### src/rtl/iee_pkg.sv
// iee_pkg: token kinds, error codes, sequencer states and the front-to-back
// record for the expression evaluator. No dependencies.
`timescale 1ns / 1ps
package iee_pkg;
    localparam int unsigned VAL_W = 64;

    typedef enum logic [2:0] {
        K_NUM = 3'd0, K_PLUS = 3'd1, K_MINUS = 3'd2, K_MUL = 3'd3,
        K_DIV = 3'd4, K_OPEN = 3'd5, K_CLOSE = 3'd6, K_NEG = 3'd7
    } t_kind;

    typedef enum logic [1:0] {
        E_OK = 2'd0, E_DIV0 = 2'd1, E_MALFORMED = 2'd2, E_OVERFLOW = 2'd3
    } t_err;

    typedef enum logic [3:0] {
        S_IDLE, S_PEEK, S_OPRD, S_APPLY, S_RDB, S_RDA, S_ARITH, S_MULW,
        S_DIVW, S_WRITE, S_PUSH, S_FINRD, S_FINWAIT, S_OUT
    } t_state;

    typedef struct packed {
        t_kind             kind;
        logic [VAL_W-1:0]  value;
        logic              last;
        logic [2:0]        prio;
    } t_tok;

    localparam logic [VAL_W-1:0] SIGN_BIT = {1'b1, {(VAL_W-1){1'b0}}};
    localparam logic [VAL_W-1:0] MAX_POS  = {1'b0, {(VAL_W-1){1'b1}}};

    function automatic logic [2:0] prio_of(t_kind k);
        case (k)
            K_OPEN:          prio_of = 3'd0;
            K_CLOSE:         prio_of = 3'd1;
            K_PLUS, K_MINUS: prio_of = 3'd2;
            K_MUL, K_DIV:    prio_of = 3'd3;
            default:         prio_of = 3'd4;
        endcase
    endfunction

    function automatic logic [VAL_W-1:0] mag_of(logic [VAL_W-1:0] v);
        mag_of = v[VAL_W-1] ? (~v + 1'b1) : v;
    endfunction

    function automatic logic [VAL_W-1:0] from_mag(logic neg, logic [VAL_W-1:0] m,
                                                  logic big);
        if (neg) begin
            from_mag = (big || m > SIGN_BIT) ? SIGN_BIT : (~m + 1'b1);
        end else begin
            from_mag = (big || m > MAX_POS) ? MAX_POS : m;
        end
    endfunction
endpackage

### src/rtl/iee_front.sv
// iee_front: accepts tokens, classifies them (priority) and queues them
// in a two-entry FIFO for the back end. Depends on iee_pkg.
`timescale 1ns / 1ps
module iee_front (
    input  logic                  i_clk,
    input  logic                  i_rst_n,
    input  logic [2:0]            i_token_kind,
    input  logic [63:0]           i_number_value,
    input  logic                  i_last_token,
    input  logic                  i_valid,
    output logic                  o_ready,
    output iee_pkg::t_tok         o_tok,
    output logic                  o_tok_valid,
    input  logic                  i_tok_pop
);
    import iee_pkg::*;

    t_tok       r_q [2];
    logic       r_wp, r_rp;
    logic [1:0] r_cnt;
    t_tok       n_tok;
    logic       push;

    always_comb begin
        n_tok.kind  = t_kind'(i_token_kind);
        n_tok.value = i_number_value;
        n_tok.last  = i_last_token;
        n_tok.prio  = prio_of(t_kind'(i_token_kind));
    end

    assign o_ready     = (r_cnt != 2'd2);
    assign push        = i_valid && o_ready;
    assign o_tok_valid = (r_cnt != 2'd0);
    assign o_tok       = r_q[r_rp];

    always_ff @(posedge i_clk) begin
        if (push) begin
            r_q[r_wp] <= n_tok;
        end
        if (!i_rst_n) begin
            r_wp  <= 1'b0;
            r_rp  <= 1'b0;
            r_cnt <= 2'd0;
        end else begin
            if (push) r_wp <= ~r_wp;
            if (i_tok_pop) r_rp <= ~r_rp;
            r_cnt <= r_cnt + {1'b0, push} - {1'b0, i_tok_pop};
        end
    end

    assert property (@(posedge i_clk) disable iff (!i_rst_n) r_cnt <= 2'd2)
        else $error("queue count out of range");
    assert property (@(posedge i_clk) disable iff (!i_rst_n)
        i_tok_pop |-> o_tok_valid) else $error("pop from empty queue");
    assert property (@(posedge i_clk) disable iff (!i_rst_n)
        (r_cnt == 2'd0) |-> (r_wp == r_rp)) else $error("pointer mismatch");
endmodule

### config.mk
export PLATFORM = sky130hd
export DESIGN_NAME = iee_front
export DESIGN_NICKNAME = d
export VERILOG_FILES = /design/src/rtl/iee_pkg.sv /design/src/rtl/iee_front.sv
export SDC_FILE = /design/constraint.sdc
export NUM_CORES = 1
export LEC_CHECK = 0
export BUFFER_PORTS_ARGS = -buffer_cell sky130_fd_sc_hd__buf_2
export CORE_AREA = 5 5 103 105
export CTS_BUF_LIST = sky130_fd_sc_hd__clkbuf_4 sky130_fd_sc_hd__clkbuf_8
export DETAILED_ROUTE_END_ITERATION = 10
export DIE_AREA = 0 0 108 110
export PLACE_DENSITY = 0.85
export SETUP_SLACK_MARGIN = 0.05
export SYNTH_ARGS = -nofsm -noshare
export SYNTH_HDL_FRONTEND = slang
export SYNTH_SLANG_ARGS = --single-unit
### constraint.sdc
create_clock -name i_clk -period 4.55 [get_ports i_clk]
set_input_delay 0.455 -clock i_clk [delete_from_list [all_inputs] [get_ports i_clk]]
set_output_delay 0.455 -clock i_clk [all_outputs]
set_load 0.01 [all_outputs]
Yosys cells after proc, flatten, opt, wreduce, memory -nomap -nowiden
Memory sizes are Yosys's and may differ from the RTL's. A register that Yosys moved wholly into a read port is not among the register bits.
Index checks and enable logic that the tools add are counted.
{"block": "op_classes", "add_sub_neg": 2, "multipliers": 0, "div_mod_pow": 0, "magnitude_cmp": 0, "eq_ne": 7, "shift": 0, "n_mux": 5, "bitwise": 2, "n_reduce_logical": 4}
{"op": "case mux 3 bit (4 select lines)", "count": 1}
{"op": "== test 3 bit, second input constant", "count": 3}
{"op": "== test 3 x 2 -> 1 bit, second input constant", "count": 2}
{"op": "2-to-1 mux 1 bit", "count": 4}
{"op": "OR reduction 2 bit", "count": 2}
{"op": "== test 3 x 1 -> 1 bit, second input constant", "count": 1}
{"op": "adder 2 x 1 -> 2 bit", "count": 1}
{"op": "inequality test 2 bit, second input constant", "count": 1}
{"op": "inverter 1 bit", "count": 2}
{"op": "nonzero test 2 bit", "count": 1}
{"op": "subtractor 2 x 1 -> 2 bit", "count": 1}
{"op": "logical AND 1 bit", "count": 1}
{"block": "word_totals", "register_bits": 4, "latchBits": 0, "ram_bits": 142, "rom_bits": 0, "input_bits": 72, "output_inout_bits": 73, "wordCells": 24, "mem_count": 1}
{"name": "r_q", "depth": 2, "word_bits": 71, "rd": 1, "rd_clocked_by_memory_dff": 1, "wr": 1, "line": "iee_front.sv:18", "rtl": "t_tok r_q [2];"}

Longest topological paths before layout
Gate-level depths: netlist of the first run.
{"block": "depth", "word_depth": 4, "mapped_depth": 7}

Worst setup path after synthesis of the first run
Ideal clock, no wire load.
{"block": "synth_path", "path_kind": "reg2reg", "start": "register r_cnt[0]", "end": "memory r_q[1][0] in the netlist's numbering (enable)", "setup_time_ns": 0.437, "arrival_time_ns": 2.331, "required_ns": 4.113, "slack_ns": 1.782, "path_stages_with_launch": 3, "n_path_buf": 0, "synth_period_minus_slack_ns": 2.768, "cell_sequence": "dfxtp_1 nand2b_1 and3_1"}
{"block": "synth_between", "elab_chain_cells": 4}
{"item": "start: declaration", "line": "iee_front.sv:20", "rtl": "logic [1:0] r_cnt;"}
{"item": "start signal: assignment", "line": "iee_front.sv:47", "rtl": "r_cnt <= r_cnt + {1'b0, push} - {1'b0, i_tok_pop};"}
{"item": "inequality test 2 bit", "line": "iee_front.sv:31", "rtl": "assign o_ready = (r_cnt != 2'd2);"}
{"item": "via o_ready", "line": "iee_front.sv:11", "rtl": "output logic o_ready,"}
{"item": "logical AND 1 bit", "line": "iee_front.sv:32", "rtl": "assign push = i_valid && o_ready;"}
{"item": "2-to-1 mux 1 bit", "line": "iee_front.sv:37", "rtl": "if (push) begin"}
{"item": "2-to-1 mux 1 bit (not written as such)", "line": "iee_front.sv:38", "rtl": "r_q[r_wp] <= n_tok;"}
{"item": "end: declaration", "line": "iee_front.sv:18"}
The timed path passes the listed nets, and every way through them passes these cells.

==> impl_metrics.py, run 1 <==
metrics = {
    "status": {
        "status": "finished, final reports clean",
    },
    "cells_and_area": {
        "drive_gt1_frac": 0.593,
        "fin_area_mm2": 0.00668,
        "syn2layout_area_growth_pct": 22.5,
        "antenna_cells": 0,
        "final_core_util": 0.700,
        "nets": 485,
    },
    "routing": {
        "drt-initial-drc-count": 111,
        "drc_errors": 0,
        "wl_per_cell_um": 17.1,
        "drtPass1Iterations": 4,
        "vias": 2814,
        "maxUsedRoutingLayer": "met4",
        "viasPerCell": 5.04,
        "wirelength_mm": 9.53,
        "detail-route-antenna-nets": 0,
        "drt-met1-wl_mm": 3.78,
        "wl_met3_um": 603,
        "wl_met2_mm": 5.00,
    },
    "flow_run": {
        "max-cap-violations": 0,
    },
    "setup_path": {
        "cp_max_fo": 71,
        "arrival_ns": 2.02,
        "worstSetupPathType": "reg2out",
        "r2r_end": "r_q[0][42]$_DFFE_PP_",
        "cp-start-kind": "register",
        "cp_data_required_time_ns": 4.09,
        "reg2regPathDepth": 4,
        "reg2reg_slack_ns": 2.23,
        "worst_setup_path_end_kind": "output pin",
        "r2r-start": "r_cnt[0]$_SDFF_PN0_",
    },
    "clock_network": {
        "cts_tree": "done",
        "cts-root-buf": "clkbuf_8",
        "worstSkewPairLatency_ns": 0.43,
        "cts-buffers-inserted": 17,
        "post_cts.repair.setup_buffers": 0,
        "clock-sinks": 147,
        "cts_max_level": 4,
        "clk_pin_slew_ns": 0.08,
        "cts_resized": 0,
        "cts_max_path_buffers": 2,
        "ctsHoldBuffers": 0,
    },
    "grt": {
        "antenna_found_initial": 0,
        "grt_pass1_wl_mm": 14.3,
        "grt_overflow": 0,
        "grt_use_total": 0.162,
        "grt_max_degree": 72,
        "grt_pass1_vias": 2992,
    },
    "logic_synthesis": {
        "ys_seq_area_frac": 0.800,
        "synth_area_mm2": 0.00545,
        "synth_cell_types": 25,
        "synth_top_area_cell": "edfxtp_1",
        "ys.flop_type": "edfxtp_1",
        "avgSynthCellArea_um2": 21.3,
        "synth_edf_count": 142,
        "netlist_instances": 256,
        "async_flop_share": 0,
        "yosysTopAreaCellShare": 0.782,
        "synth_nets": 329,
        "synth_most_common_cell": "edfxtp_1",
        "synthTopCellsByCount": "edfxtp_1 (142), mux2_2 (71), buf_6 (7)",
        "yosysWarnings": 0,
        "ys_seq_elements": 147,
        "synthTopCellsByArea": "edfxtp_1 (78%), mux2_2 (15%), dfxtp_1 (1.8%)",
    },
    "sta": {
        "finalCritPeriodShare": 0.544,
        "timing.fmax_mhz": 404,
        "clock_skew_ns": 0.00960,
        "worst_hold_slack_ns": 0.205,
        "hold_viol_final": 0,
        "relSlewSlack": 0.334,
        "worst_slew_pin_slew_ns": 0.999,
        "rsz0062_at_grt": "false",
        "finalCriticalPeriod_ns": 2.48,
        "fin_setup_tns_ns": 0,
        "slew_viol_final": 0,
        "setup_violations": 0,
    },
    "pwr": {
        "leakage_nw": 2.50,
        "p_total_mw": 3.06,
        "power_density_mw_per_mm2": 459,
        "ir_drop_mv": 0.311,
    },
    "hold_path": {
        "hold_depth": 1,
        "min_from": "i_number_value[58]",
        "hp-class": "in2reg",
        "min_to": "r_q[0][62]$_DFFE_PP_",
    },
    "placed_design": {
        "place_area_mm2": 0.00627,
        "place_congestion": 0.708,
        "hpwl_mm": 6.16,
        "port_buffers": 144,
    },
    "floorplanning": {
        "die_h_um": 110,
        "start_util": 0.571,
        "coreArea_mm2": 0.00955,
        "rows": 36,
        "die_w_um": 108,
        "top_level_ports": 145,
        "dieArea_mm2": 0.0119,
    },
}
per-layer routing:
| layer | track usage | up-vias |
|---|---|---|
| met3 | 0.0542 | 13 |
| met4 | 0.0703 | 0 |
| met5 | 0 | - |
| li1 | - | 1325 |
| met1 | 0.185 | 1378 |
| met2 | 0.281 | 98 |
placed cells by master, fill, tap and decap left out, drive strengths merged:
master / count
a211o: 1
a211oi: 1
a21bo: 1
a21boi: 2
and2: 4
and3: 1
buf: 145
bufinv: 3
clkbuf: 19
clkinv: 6
clkinvlp: 3
dfxtp: 5
edfxtp: 142
ha: 1
inv: 3
mux2: 71
mux2i: 2
nand2: 4
nand2b: 1
nand3: 2
nand3b: 2
nor4b: 1
o21ai: 1
or2: 1
or3: 1
xnor2: 1
xor2: 1
per-stage QoR:
| step | setup WS [ns] | instances |
|---|---|---|
| floorplan | 1.78 | 256 |
| global placement | 2.24 | 526 |
| detailed placement | 2.20 | 526 |
| CTS | 2.05 | 558 |
| global route | 1.99 | 558 |
| finish | 2.07 | 558 |
registers in the layout, indices dropped and copies added (netlist names), named ones only:
name / cells
r_q: 142
r_cnt: 2
r_rp: 1
r_wp: 1
power breakdown:
group          switching, mW  leakage (nW)  internal [mW]  total (mW)
logic                  0.196         0.936          0.178       0.374
clock network          0.465         0.198          0.553        1.02
registers             0.0513          1.37           1.62        1.67
total                  0.713          2.50           2.35        3.06
how the worst max path moves through the flow:
| stage | slack, ns | cells after the start | endpoint |
|---|---|---|---|
| floorplan | 1.78 | 2 | r_q[1][0]$_DFFE_PP_ |
| global placement | 2.24 | 4 | r_q[0][6]$_DFFE_PP_ |
| detailed placement | 2.20 | 4 | r_q[0][6]$_DFFE_PP_ |
| CTS | 2.05 | 2 | o_tok[23] |
| global route | 1.99 | 2 | o_tok[1] |
| finish | 2.07 | 2 | o_tok[23] |
cells by family after synthesis:
group / count (synthesis) / synth area share
AO/OA/AOI/OAI: 6 / 0.00918
XOR/XNOR: 2 / 0.00321
adder cells (fa/ha/maj): 1 / 0.00229
buffers and inverters: 10 / 0.0167
flip-flops: 147 / 0.800
multiplexers: 73 / 0.150
AND/OR/NAND/NOR: 17 / 0.0181
critical path, cell delays in order (launching register included):
cell and delay (ns):
dfxtp_4 0.96, mux2_2 0.43, buf_2 0.14
final cells by class:
cell class                      instances  area, um2
Clock inverter                         13        160
Clock buffer                           19        249
Multi-Input combinational cell         99       1000
Sequential cell                       147       4370
Inverter                                2       7.51
Timing Repair Buffer                  145        728
Fill cell                             661       2870
Tap cell                              133        166
(Power assumes the default switching activity.)
==> inputs of run 2 (changes only) <==
--- a/config.mk
+++ b/config.mk
@@ -6,11 +6,11 @@
 export NUM_CORES = 1
 export LEC_CHECK = 0
 export BUFFER_PORTS_ARGS = -buffer_cell sky130_fd_sc_hd__buf_2
-export CORE_AREA = 5 5 103 105
+export CORE_AREA = 5 5 112 114
 export CTS_BUF_LIST = sky130_fd_sc_hd__clkbuf_4 sky130_fd_sc_hd__clkbuf_8
 export DETAILED_ROUTE_END_ITERATION = 10
-export DIE_AREA = 0 0 108 110
-export PLACE_DENSITY = 0.85
+export DIE_AREA = 0 0 117 119
+export PLACE_DENSITY = 0.76
 export SETUP_SLACK_MARGIN = 0.05
 export SYNTH_ARGS = -nofsm -noshare
 export SYNTH_HDL_FRONTEND = slang
==> constraint.sdc (replaced) <==
create_clock -name i_clk -period 2.08 [get_ports i_clk]
set_input_delay 0.208 -clock i_clk [delete_from_list [all_inputs] [get_ports i_clk]]
set_output_delay 0.208 -clock i_clk [all_outputs]
set_load 0.01 [all_outputs]
==> run 2 against run 1 <==
- sequential cell count unchanged
- sequential power increased by 120%
- worst hold slack got worse by 0.17 ns
- critical endpoint is now o_tok[40]
- largest power group unchanged
==> impl_metrics.py, run 2 (synthesized netlist as in run 1, its figures left out) <==
metrics = {
    "setup_path": {
        "worst_setup_path_end_kind": "output pin",
        "critPathSlowestCell": "mux2_2",
        "critPathTopFamily": "buffers and inverters",
        "cp-start-kind": "register",
        "critPathBufInv": 2,
        "cp_cell_sequence": "buf_4 -> mux2_2 -> buf_2",
        "worstSetupPathType": "reg2out",
        "slowest_delay_ns": 0.39,
        "cp_max_fo": 30,
        "cp_data_required_time_ns": 1.87,
        "arrival_ns": 1.69,
    },
    "floorplanning": {
        "dieArea_mm2": 0.0139,
        "coreArea_mm2": 0.0113,
        "start_util": 0.482,
        "die_h_um": 119,
        "top_level_ports": 145,
        "rows": 39,
        "die_w_um": 117,
    },
    "sta": {
        "fin_setup_tns_ns": 0,
        "relSlewSlack": 0.714,
        "worst_slew_pin_slew_ns": 0.430,
        "hold_viol_final": 0,
        "finalCritPeriodShare": 0.914,
        "setup_violations": 0,
        "finalCriticalPeriod_ns": 1.90,
        "timing.fmax_mhz": 526,
        "rsz0062_at_grt": "false",
        "clock_skew_ns": 0.00799,
        "slew_viol_final": 0,
        "worst_hold_slack_ns": 0.0393,
    },
    "routing": {
        "viasPerCell": 4.80,
        "detail-route-antenna-nets": 0,
        "drtPass1Iterations": 4,
        "drc_errors": 0,
        "wl_per_cell_um": 16.8,
        "wirelength_mm": 10.7,
        "drt-initial-drc-count": 112,
        "vias": 3056,
    },
    "cells_and_area": {
        "final_common_cell": "buf_2",
        "drive_gt1_frac": 0.521,
        "largest_reg_flops": 142,
        "fillerInstances": 782,
        "finalNonFillerCells": 637,
        "syn2layout_area_growth_pct": 37.2,
        "top_register": "r_q",
        "nets": 555,
        "top_regs": "r_q: 142 flops, r_cnt: 2 flops",
        "layout_common_cells": "buf_2 (144), edfxtp_1 (142), mux2_2 (71)",
    },
    "clock_network": {
        "cts-buffers-inserted": 17,
        "clock-sinks": 147,
        "cts_max_path_buffers": 2,
        "cts_max_level": 4,
        "clk_pin_slew_ns": 0.08,
        "post_cts.repair.setup_buffers": 0,
        "cts_tree": "done",
        "worstSkewPairLatency_ns": 0.42,
        "cts-root-buf": "clkbuf_8",
    },
    "grt": {
        "grt_max_degree": 42,
        "grt_pass1_vias": 3281,
        "antenna_found_initial": 1,
        "grt_pass1_wl_mm": 16.7,
        "grt_use_total": 0.159,
        "grt_overflow": 0,
    },
    "pwr": {
        "p_total_mw": 7.12,
        "swShare": 0.216,
        "leakage_nw": 2.84,
        "combPwrFrac": 0.143,
        "power.internal_mw": 5.58,
        "ir_drop_mv": 0.517,
        "power_density_mw_per_mm2": 951,
        "pwr-share-seq": 0.507,
        "pwr-share-clk": 0.351,
        "p_sw_mw": 1.54,
    },
    "hold_path": {
        "hp-class": "in2reg",
    },
    "placed_design": {
        "port_buffers": 144,
        "dp_cells": 541,
        "hpwl_mm": 6.51,
        "place_congestion": 0.715,
    },
    "status": {
        "status": "finished, final reports clean",
    },
    "flow_run": {
        "max-cap-violations": 0,
    },
}
-- run 2: final timing paths --
kind / start / to / slack (ns) / cells after the start
worst min register to register: r_rp$_SDFFE_PN0P_ / register / 0.57 / 2
worst max register to register: r_cnt[0]$_SDFF_PN0_ / r_q[1][70]$_DFFE_PP_ / 0.51 / 3
worst max-delay path: register / o_tok[40] / 0.18 / 3
worst min-delay path: i_token_kind[1] / r_q[0][69]$_DFFE_PP_ / 0.04 / 1
-- run 2: stage by stage --
step | setup slack [ns] | area (um2) | util
after floorplan | 0.0235 | 5470 | -
after global placement | 0.548 | 6370 | 0.563
after detailed placement | 0.505 | 6370 | 0.563
after CTS | 0.127 | 7480 | 0.661
after global routing | 0.0844 | 7480 | 0.661
final | 0.178 | 7480 | 0.661
-- run 2: what timing repair did --
| item | in CTS | in global routing |
|---|---|---|
| hold endpoints to repair | 130 | 0 |
| hold buffers | 65 | 0 |
| gates resized for setup | 0 | 0 |
-- run 2: area by class of cell --
cell class / instances / area [um2] / share of cell area
Clock inverter: 12 / 213 / 0.0284
Inverter: 2 / 11.3 / 0.00151
Sequential cell: 147 / 4370 / 0.584
Multi-Input combinational cell: 99 / 1010 / 0.135
Antenna cell: 1 / 2.50 / 0.000334
Tap cell: 143 / 179 / 0.0239
Timing Repair Buffer: 215 / 1450 / 0.194
Clock buffer: 18 / 241 / 0.0323
-- run 2: worst register-to-register path, stage by stage (launching register included) --
cell	delay [ns]
dfxtp_2	0.37
nand2b_4	0.16
and3_4	0.43
buf_12	0.28
-- run 2: power by group through the flow --
stage	combinational, mW	clock [mW]	sequential, mW
2_1_floorplan	0.546	0	3.66
3_3_place_gp	0.916	0	3.66
3_5_place_dp	0.929	0	3.67
4_1_cts	1.03	2.57	3.61
5_1_grt	1.10	2.70	3.63
6_report	1.02	2.50	3.61
-- run 2: layer usage --
metal | vias up | global-route usage | wire length, um
li1 | 1462 | - | -
met5 | - | 0 | 0
met4 | 0 | 0.0509 | 138
met1 | 1482 | 0.188 | 4400
met2 | 102 | 0.269 | 5430
met3 | 10 | 0.0563 | 717
==> inputs of run 3 (changes only) <==
--- a/config.mk
+++ b/config.mk
@@ -5,12 +5,13 @@
 export SDC_FILE = /design/constraint.sdc
 export NUM_CORES = 1
 export LEC_CHECK = 0
+export ABC_CLOCK_PERIOD_IN_PS = 2080
 export BUFFER_PORTS_ARGS = -buffer_cell sky130_fd_sc_hd__buf_2
-export CORE_AREA = 5 5 112 114
+export CORE_AREA = 5 5 103 124
 export CTS_BUF_LIST = sky130_fd_sc_hd__clkbuf_4 sky130_fd_sc_hd__clkbuf_8
 export DETAILED_ROUTE_END_ITERATION = 10
-export DIE_AREA = 0 0 117 119
-export PLACE_DENSITY = 0.76
+export DIE_AREA = 0 0 108 129
+export PLACE_DENSITY = 0.79
 export SETUP_SLACK_MARGIN = 0.05
 export SYNTH_ARGS = -nofsm -noshare
 export SYNTH_HDL_FRONTEND = slang
==> run 3 against run 2 <==
- worst hold slack gained 0.017 ns
- sequential power is essentially flat
- register-to-register slack lost 0.04 ns
- sequential cell count is the same
- critical path depth is the same
- cell area shrank 0.17%
- largest cell class unchanged
- highest routed layer unchanged
==> impl_metrics.py, run 3 (synthesized netlist as in run 1, its figures left out) <==
metrics = {
    "clock_network": {
        "clk_pin_slew_ns": 0.07,
        "cts_max_path_buffers": 2,
        "clock-sinks": 147,
        "cts-buffers-inserted": 17,
        "cts_tree": "done",
        "cts_max_level": 4,
        "cts-root-buf": "clkbuf_8",
        "cts_resized": 0,
        "worstSkewPairLatency_ns": 0.41,
    },
    "routing": {
        "vias": 3080,
        "drtPass1Iterations": 4,
        "drc_errors": 0,
        "wl_per_cell_um": 16.0,
        "detail-route-antenna-nets": 0,
        "drt-initial-drc-count": 113,
        "viasPerCell": 4.71,
        "wirelength_mm": 10.5,
    },
    "grt": {
        "grt_max_degree": 35,
        "grt_overflow": 0,
        "grt_pass1_wl_mm": 16.1,
        "grt_pass1_vias": 3402,
        "grt_use_total": 0.153,
        "antenna_found_initial": 0,
    },
    "setup_path": {
        "worst_setup_path_end_kind": "output pin",
        "worstSetupPathType": "reg2out",
        "slowest_delay_ns": 0.49,
        "cp_cell_sequence": "buf_12 -> mux2_2 -> buf_2",
        "cp_max_fo": 28,
        "cp_data_required_time_ns": 1.87,
        "cp-start-kind": "register",
        "critPathSlowestCell": "dfxtp_4",
        "reg2reg_slack_ns": 0.47,
        "arrival_ns": 1.66,
    },
    "sta": {
        "relSlewSlack": 0.736,
        "finalCritPeriodShare": 0.897,
        "setup_ws_ns": 0.214,
        "fin_setup_tns_ns": 0,
        "worst_hold_slack_ns": 0.0560,
        "rsz0062_at_grt": "false",
        "slew_viol_final": 0,
        "finalCriticalPeriod_ns": 1.87,
        "clock_skew_ns": 0.00752,
        "worst_slew_pin_slew_ns": 0.396,
        "setup_violations": 0,
        "timing.fmax_mhz": 536,
        "hold_viol_final": 0,
    },
    "placed_design": {
        "dp_cells": 555,
        "place_area_mm2": 0.00643,
        "place_congestion": 0.707,
        "hpwl_mm": 6.54,
        "port_buffers": 144,
        "dp_slack_ns": 0.447,
    },
    "flow_run": {
        "max-cap-violations": 0,
    },
    "floorplanning": {
        "rows": 43,
        "start_util": 0.478,
        "coreArea_mm2": 0.0114,
        "die_h_um": 129,
        "die_w_um": 108,
        "dieArea_mm2": 0.0139,
        "top_level_ports": 145,
    },
    "cells_and_area": {
        "finalNonFillerCells": 654,
        "drive_gt1_frac": 0.517,
        "largest_reg_flops": 142,
        "final_common_cell": "buf_2",
        "layout_common_cells": "buf_2 (144), edfxtp_1 (142), mux2_2 (71)",
        "antenna_cells": 0,
        "nets": 557,
        "top_register": "r_q",
        "syn2layout_area_growth_pct": 37.0,
        "top_regs": "r_q: 142 flops, r_cnt: 2 flops",
        "fin_area_mm2": 0.00747,
        "final_core_util": 0.655,
    },
    "pwr": {
        "leakage_nw": 2.81,
        "power_density_mw_per_mm2": 892,
        "p_total_mw": 6.67,
        "ir_drop_mv": 0.565,
    },
    "status": {
        "status": "finished, final reports clean",
    },
    "hold_path": {
        "hp-class": "in2reg",
    },
}
[run 3: what timing repair did]
action / 4_1_cts / 5_1_grt
endpoints found under the hold margin: 131 / 0
buffers inserted: 0 / 1
endpoints found under the setup margin: 0 / 9
hold buffers: 66 / 0
[run 3: worst max-delay path, delay by kind of cell, from the launching register on]
kind     cells  cell delay, ns
flops        1            0.49
mux          1            0.37
buf+inv      2            0.38
[run 3: metal layers]
layer,global-route usage,wire (um),part of all wire,vias up
met1,0.170,4240,0.40,1515
met5,0,0,0,-
met3,0.0477,602,0.057,8
met2,0.275,5550,0.53,92
met4,0.0587,101,0.0096,0
li1,-,-,-,1465
[run 3: final cells by class]
type                    count  area, um2
fillers                   788       3940
clock buffers              19        249
flip-flops and latches    147       4370
repair buffers            217       1520
clock inverters            13        116
inverters                   2       11.3
multi-input cells          99       1010
well taps                 157        196
[run 3: path summary, 6_finish.rpt]
check / endpoint / from / cells after the start
max: o_tok[2] / register / 3
min: r_q[0][68]$_DFFE_PP_ / i_token_kind[0] / 1
max reg2reg: r_q[0][31]$_DFFE_PP_ / r_cnt[0]$_SDFF_PN0_ / 4
min reg2reg: r_rp$_SDFFE_PN0P_ / r_rp$_SDFFE_PN0P_ / 2
[run 3: where the power goes]
group          total [mW]  internal (mW)  switching (mW)
clock                2.02           1.07           0.957
combinational        1.03          0.525           0.500
sequential           3.62           3.54          0.0753
